## config.mk

```make
export PLATFORM = sky130hd
export DESIGN_NAME = hkt_ctrl
export DESIGN_NICKNAME = d
export VERILOG_FILES = /design/src/hkt_pkg.sv /design/src/hkt_ctrl.sv
export SDC_FILE = /design/constraint.sdc
export NUM_CORES = 1
export LEC_CHECK = 0
export BUFFER_PORTS_ARGS = -buffer_cell sky130_fd_sc_hd__buf_2
export CORE_AREA = 2 2 39 41
export CTS_CLUSTER_DIAMETER = 80
export CTS_CLUSTER_SIZE = 20
export DETAILED_ROUTE_END_ITERATION = 8
export DIE_AREA = 0 0 41 43
export GPL_TIMING_DRIVEN = 0
export PLACE_DENSITY = 0.53
export SYNTH_ARGS = -nofsm -noshare
export SYNTH_HDL_FRONTEND = slang
export SYNTH_SLANG_ARGS = --single-unit
```

## constraint.sdc

```tcl
create_clock -name clk -period 2.6 [get_ports clk]
set_input_delay 0.39 -clock clk [delete_from_list [all_inputs] [get_ports clk]]
set_output_delay 0.39 -clock clk [all_outputs]
set_load 0.05 [all_outputs]
```

## src/hkt_pkg.sv

```systemverilog
// Shared types and constants for the history/killer table unit.
// No dependencies; imported by hkt_ctrl, hkt_dp and the top level.
`default_nettype none
package hkt_pkg;

  typedef enum logic [1:0] {
    KIND_CLEAR   = 2'd0,
    KIND_TRIED   = 2'd1,
    KIND_SUCCESS = 2'd2,
    KIND_QUERY   = 2'd3
  } kind_t;

  typedef enum logic [3:0] {
    ST_IDLE,
    ST_READ,
    ST_WAIT,
    ST_EXEC,
    ST_DIV,
    ST_SWEEP_RD,
    ST_SWEEP_WR,
    ST_CLEAR,
    ST_OUT
  } state_t;

  typedef struct packed {
    logic load;
    logic rd;
    logic exec;
    logic div_start;
    logic sweep_init;
    logic sweep_rd;
    logic sweep_wr;
    logic clr_init;
    logic clr_step;
    logic out_load;
    logic trim_set;
  } cmd_t;

  typedef struct packed {
    kind_t kind;
    logic  trim_hit;
    logic  div_done;
    logic  sweep_last;
    logic  clr_last;
    logic  out_busy;
  } sts_t;

  localparam int unsigned CountW = 16;
  localparam int unsigned MoveW  = 24;
  localparam int unsigned ScoreW = 25;
  localparam logic [CountW-1:0] CountMax = 16'hFFFF;
  localparam logic [15:0] TrimReset = 16'd32768;
  localparam logic [9:0]  ScoreScale = 10'd1000;
  localparam int unsigned NumW = 26;

endpackage
`default_nettype wire

```

## src/hkt_ctrl.sv

```systemverilog
// Controller state machine of the history/killer table unit.
// Depends on hkt_pkg.
`default_nettype none
module hkt_ctrl (
  input  wire logic         clk,
  input  wire logic         rst_n,
  input  wire logic         in_fire,
  input  wire hkt_pkg::sts_t sts,
  output      hkt_pkg::cmd_t cmd,
  output      logic         in_ready
);
  import hkt_pkg::*;

  state_t state_r, state_nxt;

  always_ff @(posedge clk) begin
    if (!rst_n) begin
      state_r <= ST_CLEAR;
    end else begin
      state_r <= state_nxt;
    end
  end

  always_comb begin
    state_nxt = state_r;
    unique case (state_r)
      ST_IDLE:     if (in_fire) state_nxt = ST_READ;
      ST_READ:     state_nxt = ST_WAIT;
      ST_WAIT:     state_nxt = (sts.kind == KIND_CLEAR) ? ST_CLEAR : ST_EXEC;
      ST_EXEC: begin
        if (sts.kind == KIND_QUERY) begin
          state_nxt = ST_DIV;
        end else if (sts.trim_hit) begin
          state_nxt = ST_SWEEP_RD;
        end else begin
          state_nxt = ST_OUT;
        end
      end
      ST_DIV:      if (sts.div_done) state_nxt = ST_OUT;
      ST_SWEEP_RD: state_nxt = ST_SWEEP_WR;
      ST_SWEEP_WR: state_nxt = sts.sweep_last ? ST_OUT : ST_SWEEP_RD;
      ST_CLEAR: begin
        if (sts.clr_last) state_nxt = (sts.kind == KIND_CLEAR) ? ST_OUT : ST_IDLE;
      end
      ST_OUT:      if (!sts.out_busy) state_nxt = ST_IDLE;
      default:     state_nxt = ST_IDLE;
    endcase
  end

  always_comb begin
    cmd = '0;
    in_ready = 1'b0;
    unique case (state_r)
      ST_IDLE: begin
        in_ready = 1'b1;
        cmd.load = in_fire;
      end
      ST_READ: cmd.rd = 1'b1;
      ST_WAIT: cmd.clr_init = (sts.kind == KIND_CLEAR);
      ST_EXEC: begin
        cmd.exec = 1'b1;
        cmd.div_start = (sts.kind == KIND_QUERY);
        cmd.sweep_init = sts.trim_hit && (sts.kind != KIND_QUERY);
        cmd.trim_set = cmd.sweep_init;
      end
      ST_DIV:      ;
      ST_SWEEP_RD: cmd.sweep_rd = 1'b1;
      ST_SWEEP_WR: cmd.sweep_wr = 1'b1;
      ST_CLEAR:    cmd.clr_step = 1'b1;
      ST_OUT:      cmd.out_load = !sts.out_busy;
      default:     ;
    endcase
  end
endmodule
`default_nettype wire

```

Yosys cells after proc, flatten, opt, wreduce, memory -nomap -nowiden
Cells that the tools add are included.
Widths: inputs -> output; s select.
- RAM bits: 0
- output and inout port bits: 12
- latch bits: 0
- bits in registers: 4
- memories kept: 0
- bits of input ports: 10
- memory bits (read-only): 0
- logic and storage cells: 40
- bitwise gates (word level): 0
- $add $sub $neg: 0
- order comparisons: 0
- muxes and demuxes: 20
- multipliers: 0
- reduce and logical (&&, ||, !) cells: 5
- shift-type cells: 0
- eq/ne operators: 14
- divide/modulo/power cells: 0
- operator list (kind ; number):
    $pmux 4 s9 ; 1
    $mux 4 ; 8
    $eq 4x3->1 const B ; 4
    $ne 2x2->1 const B ; 5
    $mux 1 ; 9
    $eq 4x2->1 const B ; 2
    $mux 3 ; 2
    $eq 4x1->1 const B ; 1
    $eq 4x4->1 const B ; 1
    $logic_not 4->1 ; 1
    $reduce_and 4->1 ; 1
    $eq 2x2->1 const B ; 1
    $logic_not 2->1 ; 1
    $logic_and 1x1->1 ; 1
    $logic_not 1->1 ; 1

Depth between registers and ports, before layout
Gate-level depths: netlist (run 1).
- depth in word-level cells: 4
- depth in mapped cells: 5
- mapped depth without buffers: 4

Worst setup path before layout (run 1)
Ideal clock, no wire load.
- kind: reg2out
- start point: reg state_r[1]
- end point: out cmd[10] (netlist name)
- stages on the path, launching flop included: 4
- slack: -464 ps
- data arrival time: 2674 ps
- path buffers: 1
- data required time: 2210 ps
- cell sequence: dfxtp_1 > buf_4 > nor4_1 > and2_1
- RTL lines (item ; line ; RTL):
    from (decl) ; hkt_ctrl.sv:14 ; state_t state_r, state_nxt;
    from (signal assigned) ; hkt_ctrl.sv:20 ; state_r <= state_nxt;
    to (decl) ; hkt_ctrl.sv:9 ; output hkt_pkg::cmd_t cmd,

==> results of run 1 <==
==> cells by family (layout without fill, tap and decap cells) <==
group	count (synthesis)	after routing	synth area share, %
AO/OA/AOI/OAI	13	13	22.4
buffers and inverters	7	31	11.7
flip-flops	4	4	20.2
multiplexers	3	3	8.20
AND/OR/NAND/NOR	27	27	37.5
==> power groups by stage <==
stage               registers [mW]  logic (mW)  clock network, mW
global route                0.0977       0.396             0.0840
CTS                         0.0947       0.369             0.0780
detailed placement          0.0955       0.369                  0
global placement            0.0971       0.374                  0
finish                      0.0946       0.367             0.0755
floorplan                   0.0924       0.296                  0
==> layout make-up <==
class	count	area, um^2	area share (%)
Timing Repair Buffer	21	105	19.1
Tap cell	16	20.0	3.64
Inverter	2	7.51	1.36
Clock buffer	3	22.5	4.09
Sequential cell	4	80.1	14.5
Buffer	5	38.8	7.05
Multi-Input combinational cell	43	277	50.2
==> through the flow <==
| step | hold WS, ns | cell area, um^2 |
|---|---|---|
| 2_1_floorplan | 0.462 | 403 |
| 3_3_place_gp | 0.613 | 528 |
| 3_5_place_dp | 0.598 | 528 |
| 4_1_cts | 0.373 | 551 |
| 5_1_grt | 0.379 | 551 |
| 6_report | 0.379 | 551 |
==> synthesized netlist by cell type (2+ instances only) <==
| library cell | count |
|---|---|
| nor2_1 | 6 |
| nand2_1 | 5 |
| dfxtp_1 | 4 |
| nor3_1 | 4 |
| o21ai_0 | 4 |
| buf_4 | 3 |
| nand2b_1 | 3 |
| a21oi_1 | 2 |
| inv_1 | 2 |
| mux2_2 | 2 |
==> layout by cell type, fill, tap and decap left out, drive strengths merged <==
cell type | synthesis | layout
a21oi | 2 | 2
mux2 | 2 | 2
dfxtp | 4 | 4
a22oi | 1 | 1
and3b | 1 | 1
and3 | 1 | 1
and4b | 1 | 1
a211oi | 2 | 2
mux2i | 1 | 1
nor4 | 1 | 1
o311ai | 1 | 1
and2 | 1 | 1
o2111ai | 1 | 1
nand3 | 1 | 1
inv | 2 | 2
nand4 | 1 | 1
and4bb | 1 | 1
nor3 | 4 | 4
clkbuf | 0 | 3
nand3b | 1 | 1
nand2 | 5 | 5
nand2b | 3 | 3
buf | 5 | 26
a21o | 1 | 1
nor2 | 6 | 6
o21ai | 4 | 4
o22ai | 1 | 1
==> worst max-delay path by stage <==
stage	from	slack (ns)	end	cells past startpoint
after CTS	state_r[3]	0.65	cmd[6]	5
after global placement	state_r[3]	0.88	cmd[6]	5
final	state_r[3]	0.66	cmd[6]	5
after detailed placement	state_r[3]	0.90	cmd[6]	5
after global routing	state_r[3]	0.59	cmd[6]	5
after floorplan	state_r[1]	0.18	cmd[10]	3
==> routing by layer <==
layer | up-vias | routed length (um)
met5 | - | 0
met3 | 0 | 76
li1 | 249 | -
met4 | 0 | 0
met1 | 196 | 485
met2 | 20 | 481
==> worst max-delay path, cell delays in order, from the launching register on <==
cell and delay (ns):
dfxtp_1 0.29, buf_4 0.16, and4bb_1 0.30, and3_1 0.21, buf_4 0.11, buf_2 0.25
==> impl_metrics.json, run 1 <==
{
  "fmax_mhz": 514,
  "hold_depth": 2,
  "synth.distinct_cells": 29,
  "fp-row-count": 14,
  "largest_reg_flops": 4,
  "hp-start": "rst_n",
  "hpwlAfterDp_um": 832,
  "synth-edff-count": 0,
  "instances_no_fill": 94,
  "hold_viol_final": 0,
  "syn_avg_cell_area_um2": 7.35,
  "holdPathEnd": "state_r[2]",
  "synth.area.top_cells": "dfxtp_1 (20%), buf_4 (5.7%), mux2_2 (5.7%)",
  "power_mw": 0.537,
  "outcome": "finished clean",
  "period_minus_slack_ns": 1.94,
  "finalCritPeriodShare_pct": 74.8,
  "grt_overflow_total": 0,
  "cp_max_fo": 10,
  "grt_pass1_wl_mm": 1.60,
  "synthFlopType": "dfxtp_1",
  "cts.clk_slew.worst_paths_ns": 0.04,
  "grt_pass1_vias": 395,
  "fin_skew_ns": 0.00129,
  "switchingPower_mw": 0.282,
  "clk_latency_ns": 0.23,
  "peakVddDrop_mv": 0.367,
  "synthCells": 54,
  "grt_use_met3_pct": 6.28,
  "worstPathRequired_ns": 2.21,
  "clock-root-buffer": "clkbuf_4",
  "drv_cap": 0,
  "postRouteAntennaNets": 0,
  "grt_busiest_layer": "met2",
  "diodes": 0,
  "p_clk_share_pct": 14.1,
  "post-place-cells": 91,
  "drc": 0,
  "finalSetupViolations": 0,
  "leakage_nw": 0.290,
  "tns_ns": 0,
  "syn_area_um2": 397,
  "hp-class": "in2reg",
  "cp-start-kind": "register",
  "async_flop_share_pct": 0,
  "yosysTopAreaCell": "dfxtp_1",
  "fill_cells": 152,
  "yosys_warnings": 0,
  "firstDrtPassIters": 5,
  "globalRouteMet2Util_pct": 18.4,
  "r2r_slack_ns": 1.27,
  "place.gp.congestion": 0.800,
  "antenna_found_initial": 0,
  "cts_setup_buffers": 0,
  "p_comb_share_pct": 68.3,
  "rsz0062_at_grt": "no",
  "cts_hold_buf": 0,
  "die_w_um": 41,
  "p_sw_share_pct": 52.6,
  "numCtsBuffers": 3,
  "syn_to_final_growth_pct": 38.8,
  "drive_gt1_share_pct": 42.3,
  "syn_nets": 64,
  "finish.net_count": 90,
  "p_int_mw": 0.254,
  "r2r-start": "state_r[3]",
  "regMostFlops": "state_r",
  "cp-end-kind": "primary output",
  "slew_violations": 0,
  "grt.total_usage_pct": 13.2,
  "drt_iter0_drc": 23,
  "vias_per_cell": 4.95,
  "critPathKind": "reg2out",
  "rr_endpoint": "state_r[0]",
  "post-route-util_pct": 39.8,
  "yosysSeqAreaShare_pct": 20.2,
  "wire_per_inst_um": 11.1,
  "worst_pin_slew_ns": 0.243,
  "maxSlewHeadroom_pct": 83.5,
  "vias": 465,
  "clock_path_buffers": 2,
  "initial_core_util_pct": 28.7,
  "io_pins": 22,
  "ys_seq_elements": 4,
  "wl_mm": 1.04,
  "cts_tree": "built",
  "worst_slack_ns": 0.656,
  "dieArea_um2": 1760,
  "reg2reg_depth": 5,
  "arrival_ns": 1.55,
  "largestRegisters": "state_r: 4 flops",
  "cts_resized": 0,
  "ctsHtreeMaxLevel": 1,
  "grt_max_degree": 11,
  "dp_slack_ns": 0.896,
  "clock_sinks": 4,
  "use_met1_pct": 18.3,
  "yosysTopAreaCellShare_pct": 20.2,
  "seqPwrFrac_pct": 17.6,
  "die_h_um": 43,
  "portBuffers": 21,
  "power_per_cell_area_nw_per_um2": 975,
  "coreArea_um2": 1380
}
(Power assumes the default switching activity.)
==> run 2, diff against run 1 <==
- ABC_AREA: default -> 1
- PLACE_DENSITY: 0.53 -> 0.57
- clock period: 2.6 -> 1.75 ns (I/O delays scaled with it)
==> impl_metrics.json, run 2 <==
{
  "critPathKind": "reg2out",
  "syn_area_um2": 417,
  "vias": 494,
  "drv_cap": 0,
  "ctsHtreeMaxLevel": 1,
  "drc": 0,
  "yosysSeqAreaShare_pct": 19.2,
  "fp-row-count": 14,
  "final_cell_mix": "buf_2 (19), nand2_1 (17), inv_1 (12)",
  "hold_viol_final": 0,
  "cp_max_fo": 7,
  "outcome": "finished clean",
  "wl_met3_um": 24,
  "synthFlopType": "dfxtp_1",
  "postRouteAntennaNets": 0,
  "wire_per_inst_um": 8.48,
  "cts.clk_slew.worst_paths_ns": 0.03,
  "peakVddDrop_mv": 0.835,
  "fmax_mhz": 609,
  "layout_commonest_cell": "buf_2",
  "multi_input_area_um2": 282,
  "tns_ns": 0,
  "synth.area.top_cells": "dfxtp_1 (19%), nand2_1 (15%), inv_1 (12%)",
  "cp_top_family": "buffers and inverters",
  "die_h_um": 43,
  "crit_buf_inv": 5,
  "syn_nets": 84,
  "clock_sinks": 4,
  "finalSetupViolations": 0,
  "initial_core_util_pct": 30.1,
  "diodes": 0,
  "hp-class": "in2reg",
  "place.gp.congestion": 0.763,
  "cp-start-kind": "register",
  "yosysTopAreaCell": "dfxtp_1",
  "fin_area_um2": 603,
  "worstPathRequired_ns": 1.49,
  "drive_gt1_share_pct": 51.0,
  "synthCells": 74,
  "wl_met1_um": 437,
  "regArea_um2": 83.8,
  "portBuffers": 21,
  "clk_latency_ns": 0.23,
  "dieArea_um2": 1760,
  "ys_seq_elements": 4,
  "cts_tree": "built",
  "grt_pass1_wl_mm": 1.57,
  "grt_pass1_vias": 430,
  "clock_path_buffers": 2,
  "top_layer": "met3",
  "drt_iter0_drc": 4,
  "syn_to_final_growth_pct": 44.7,
  "antenna_found_initial": 0,
  "power_per_cell_area_nw_per_um2": 1770,
  "regMostFlops": "state_r",
  "dpl_cell_area_um2": 562,
  "die_w_um": 41,
  "maxSlewHeadroom_pct": 83.5,
  "cp-end-kind": "primary output",
  "largest_reg_flops": 4,
  "cts_setup_buffers": 0,
  "async_flop_share_pct": 0,
  "synth-edff-count": 0,
  "grt_overflow_total": 0,
  "synth.distinct_cells": 19,
  "wl_met2_um": 505,
  "yosysTopAreaCellShare_pct": 19.2,
  "largestRegisters": "state_r: 4 flops",
  "coreArea_um2": 1380,
  "cpPeakStageDelay_ns": 0.36,
  "io_pins": 22,
  "ys_top_cells_by_count": "nand2_1 (17), inv_1 (13), nor2_1 (11)",
  "grt_max_degree": 8,
  "firstDrtPassIters": 4,
  "fin_worst_hold_slack_ns": 0.306,
  "worst_pin_slew_ns": 0.250,
  "finalCritPeriodShare_pct": 93.8,
  "period_minus_slack_ns": 1.64,
  "synth.most_common_cell": "nand2_1",
  "numCtsBuffers": 3,
  "slew_violations": 0,
  "clock-root-buffer": "clkbuf_4",
  "yosys_warnings": 0,
  "arrival_ns": 1.38,
  "fin_skew_ns": 0.000565,
  "cts_hold_buf": 0,
  "hpwlAfterDp_um": 818,
  "finish.net_count": 110,
  "rsz0062_at_grt": "no",
  "vias_per_cell": 4.33,
  "syn_avg_cell_area_um2": 5.63,
  "grt.total_usage_pct": 12.7,
  "leakage_nw": 0.360,
  "path_cells": "nand2_2 -> clkinv_2 -> nand2_4 -> clkinv_2 -> nand3_2 -> clkinvlp_4 -> buf_4 -> buf_4",
  "wl_um": 967,
  "fill_cells": 156,
  "crit_slowest_cell": "dfxtp_2"
}
run 2: cell types whose count changed after synthesis, sizes merged, moves of 2 or more:
cell and change:
buf -4, nand2 +15, nand3 +4, mux2 -2, a211oi -2, nand2b -3, nor2 +9, clkinv +2
inv +15, o21ai -4
run 2: kinds of logic after synthesis:
logic type,synth area share [%]
DFF,19.2
and+or+nand+nor,57.4
AOI/OAI and AO/OA,3.90
buffers and inverters,19.5
run 2: metrics by stage:
stage                     instances  total power, mW  setup slack, ns  utilization (%)
after global routing            114             1.16           0.0155             43.6
after CTS                       114             1.06          0.00197             42.9
after global placement          111            0.935            0.173             40.6
after floorplan                  74            0.791          0.00904                -
after detailed placement        111            0.933            0.189             40.6
final                           114             1.07            0.109             43.6
run 2: report_power, final:
group          total [mW]  leakage, nW  internal (mW)  switching, mW
registers           0.226       0.0329          0.141         0.0853
logic               0.736        0.314          0.198          0.538
clock network       0.108       0.0138         0.0763         0.0319
run 2: worst paths after layout:
check / startpoint / to / slack (ns) / depth (start not counted)
setup / recovery: state_r[0] / cmd[6] / 0.11 / 8
hold / removal: rst_n / state_r[3] / 0.31 / 3
setup reg to reg: state_r[3] / state_r[3] / 0.57 / 8
hold reg to reg: state_r[0] / state_r[1] / 0.65 / 3
run 2: per-layer routing:
layer / global-route usage [%] / vias to the layer above
met3: 1.57 / 0
li1: - / 272
met1: 16.1 / 216
met2: 20.0 / 6
met4: 6.00 / 0
met5: 0 / -
run 2: what timing repair did:
item                       in CTS  in global routing
setup endpoints to repair       2                  2
gates cloned                    0                  0
gates resized for setup         3                  4
run 2: layout make-up:
| cell class | count | area share [%] |
|---|---|---|
| plain buffers | 1 | 1.24 |
| clock buffers | 3 | 3.73 |
| flip-flops and latches | 4 | 13.9 |
| well taps | 16 | 3.32 |
| repair buffers | 21 | 18.3 |
| inverters | 19 | 12.9 |
| multi-input cells | 50 | 46.7 |
run 2: tightest hold or removal path: cells and delay by family:
kind,cells,cell delay (ns)
buf+inv,2,0.18
compound gates,1,0.04
==> run 3, diff against run 2 <==
- RECOVER_POWER: default -> 50
==> impl_metrics.json, run 3 (synthesis gave the netlist of run 2 again) <==
{
  "outcome": "finished clean",
  "cp.depth": 8,
  "grt_pass1_wl_mm": 1.57,
  "numCtsBuffers": 3,
  "place.gp.congestion": 0.763,
  "r2r_slack_ns": 0.48,
  "cpPeakStageDelay_ns": 0.35,
  "rsz0062_at_grt": "no",
  "finish.net_count": 110,
  "power_per_cell_area_nw_per_um2": 1760,
  "period_minus_slack_ns": 1.62,
  "drv_cap": 0,
  "finalCritPeriodShare_pct": 92.8,
  "wire_per_inst_um": 8.42,
  "vias": 501,
  "hold_viol_final": 0,
  "slew_violations": 0,
  "die_h_um": 43,
  "cp_top_family": "buffers and inverters",
  "maxSlewHeadroom_pct": 81.7,
  "drt_iter0_drc": 13,
  "power_mw": 1.05,
  "wl_um": 960,
  "vias_per_cell": 4.39,
  "arrival_ns": 1.36,
  "hpwlAfterDp_um": 818,
  "cp_max_fo": 7,
  "coreArea_um2": 1380,
  "leakage_nw": 0.358,
  "cp-start-kind": "register",
  "syn_to_final_growth_pct": 42.6,
  "drive_gt1_share_pct": 46.9,
  "grt_overflow_total": 0,
  "grt.total_usage_pct": 12.7,
  "layout_commonest_cell": "nand2_1",
  "fmax_mhz": 616,
  "clock-root-buffer": "clkbuf_4",
  "postRouteAntennaNets": 0,
  "p_sw_share_pct": 61.3,
  "firstDrtPassIters": 4,
  "worstPathRequired_ns": 1.49,
  "seqPwrFrac_pct": 21.2,
  "hp-class": "in2reg",
  "crit_slowest_cell": "dfxtp_2",
  "antenna_found_initial": 0,
  "clk_latency_ns": 0.23,
  "fin_area_um2": 594,
  "worstSetupEndpoint": "cmd[6]",
  "path_cells": "nand2_2 -> clkinv_2 -> nand2_4 -> clkinv_2 -> nand3_2 -> clkinvlp_4 -> buf_4 -> buf_4",
  "r2r-start": "state_r[3]",
  "cts_tree": "built",
  "ctsHtreeMaxLevel": 1,
  "regMostFlops": "state_r",
  "die_w_um": 41,
  "p_clk_share_pct": 10.3,
  "fp-row-count": 14,
  "reg2reg_depth": 8,
  "dpl_cell_area_um2": 562,
  "largestRegisters": "state_r: 4 flops",
  "clock_path_buffers": 2,
  "cts.clk_slew.worst_paths_ns": 0.03,
  "grt_max_degree": 8,
  "clock_sinks": 4,
  "peakVddDrop_mv": 0.829,
  "crit_buf_inv": 5,
  "dieArea_um2": 1760,
  "crit_start": "state_r[0]",
  "initial_core_util_pct": 30.1,
  "rr_endpoint": "state_r[3]",
  "final_cell_mix": "nand2_1 (18), buf_2 (15), inv_1 (13)",
  "io_pins": 22,
  "drc": 0,
  "tns_ns": 0,
  "switchingPower_mw": 0.641,
  "diodes": 0,
  "largest_reg_flops": 4,
  "p_comb_share_pct": 68.4,
  "finalSetupViolations": 0,
  "p_int_mw": 0.405,
  "portBuffers": 21,
  "critPathKind": "reg2out",
  "worst_pin_slew_ns": 0.276,
  "grt_pass1_vias": 430,
  "cts_hold_buf": 0,
  "cp-end-kind": "primary output",
  "fin_skew_ns": 0.000565
}
-- run 3: worst min path at each step --
stage | start | end | slack [ns] | cells after the start
after CTS | rst_n | state_r[3] | 0.30 | 3
after floorplan | rst_n | state_r[3] | 0.40 | 2
after global routing | rst_n | state_r[3] | 0.30 | 3
final | rst_n | state_r[3] | 0.30 | 3
after global placement | rst_n | state_r[3] | 0.53 | 3
after detailed placement | rst_n | state_r[3] | 0.54 | 3
-- run 3: routing by layer --
metal / up-vias / track usage [%] / share of wire, %
met5: - / 0 / 0
met4: 0 / 6.00 / 0
met3: 0 / 1.57 / 3.3
met2: 8 / 20.0 / 54
met1: 218 / 16.1 / 43
li1: 275 / - / -
-- run 3: worst register-to-register path, delay by kind of cell, from the launching register on --
family / cells / cell delay [ns]
AOI/OAI and AO/OA: 1 / 0.13
and+or+nand+nor: 6 / 0.54
DFF: 1 / 0.41
buffers and inverters: 1 / 0.11
-- run 3: area by class of cell --
| type | count | area, um^2 |
|---|---|---|
| timing repair buffer | 21 | 110 |
| fill | 158 | 790 |
| clock buffer | 3 | 22.5 |
| tap | 16 | 20.0 |
| buffer | 1 | 7.51 |
| sequential | 4 | 83.8 |
| multi-input combinational | 50 | 273 |
| inverter | 19 | 77.6 |
-- run 3: power by group through the flow --
| stage | clock network, mW | registers, mW | logic (mW) |
|---|---|---|---|
| finish | 0.108 | 0.222 | 0.716 |
| global route | 0.122 | 0.228 | 0.789 |
| CTS | 0.115 | 0.219 | 0.729 |
| detailed placement | 0 | 0.211 | 0.722 |
| global placement | 0 | 0.211 | 0.724 |
| floorplan | 0 | 0.196 | 0.595 |
-- run 3: repair_timing --
item,in CTS,in global routing
cloned,0,0
buffers inserted,0,0
gates resized for setup,3,4
pin swaps,0,0
endpoints found under the setup margin,2,2
-- run 3: through the flow --
step | cells | setup WS [ns] | utilization [%] | hold WS (ns)
after floorplan | 74 | 0.00904 | - | 0.403
after global placement | 111 | 0.173 | 40.6 | 0.531
after detailed placement | 111 | 0.189 | 40.6 | 0.541
after CTS | 114 | 0.00197 | 42.9 | 0.298
after global routing | 114 | 0.0250 | 42.9 | 0.297
final | 114 | 0.126 | 42.9 | 0.304
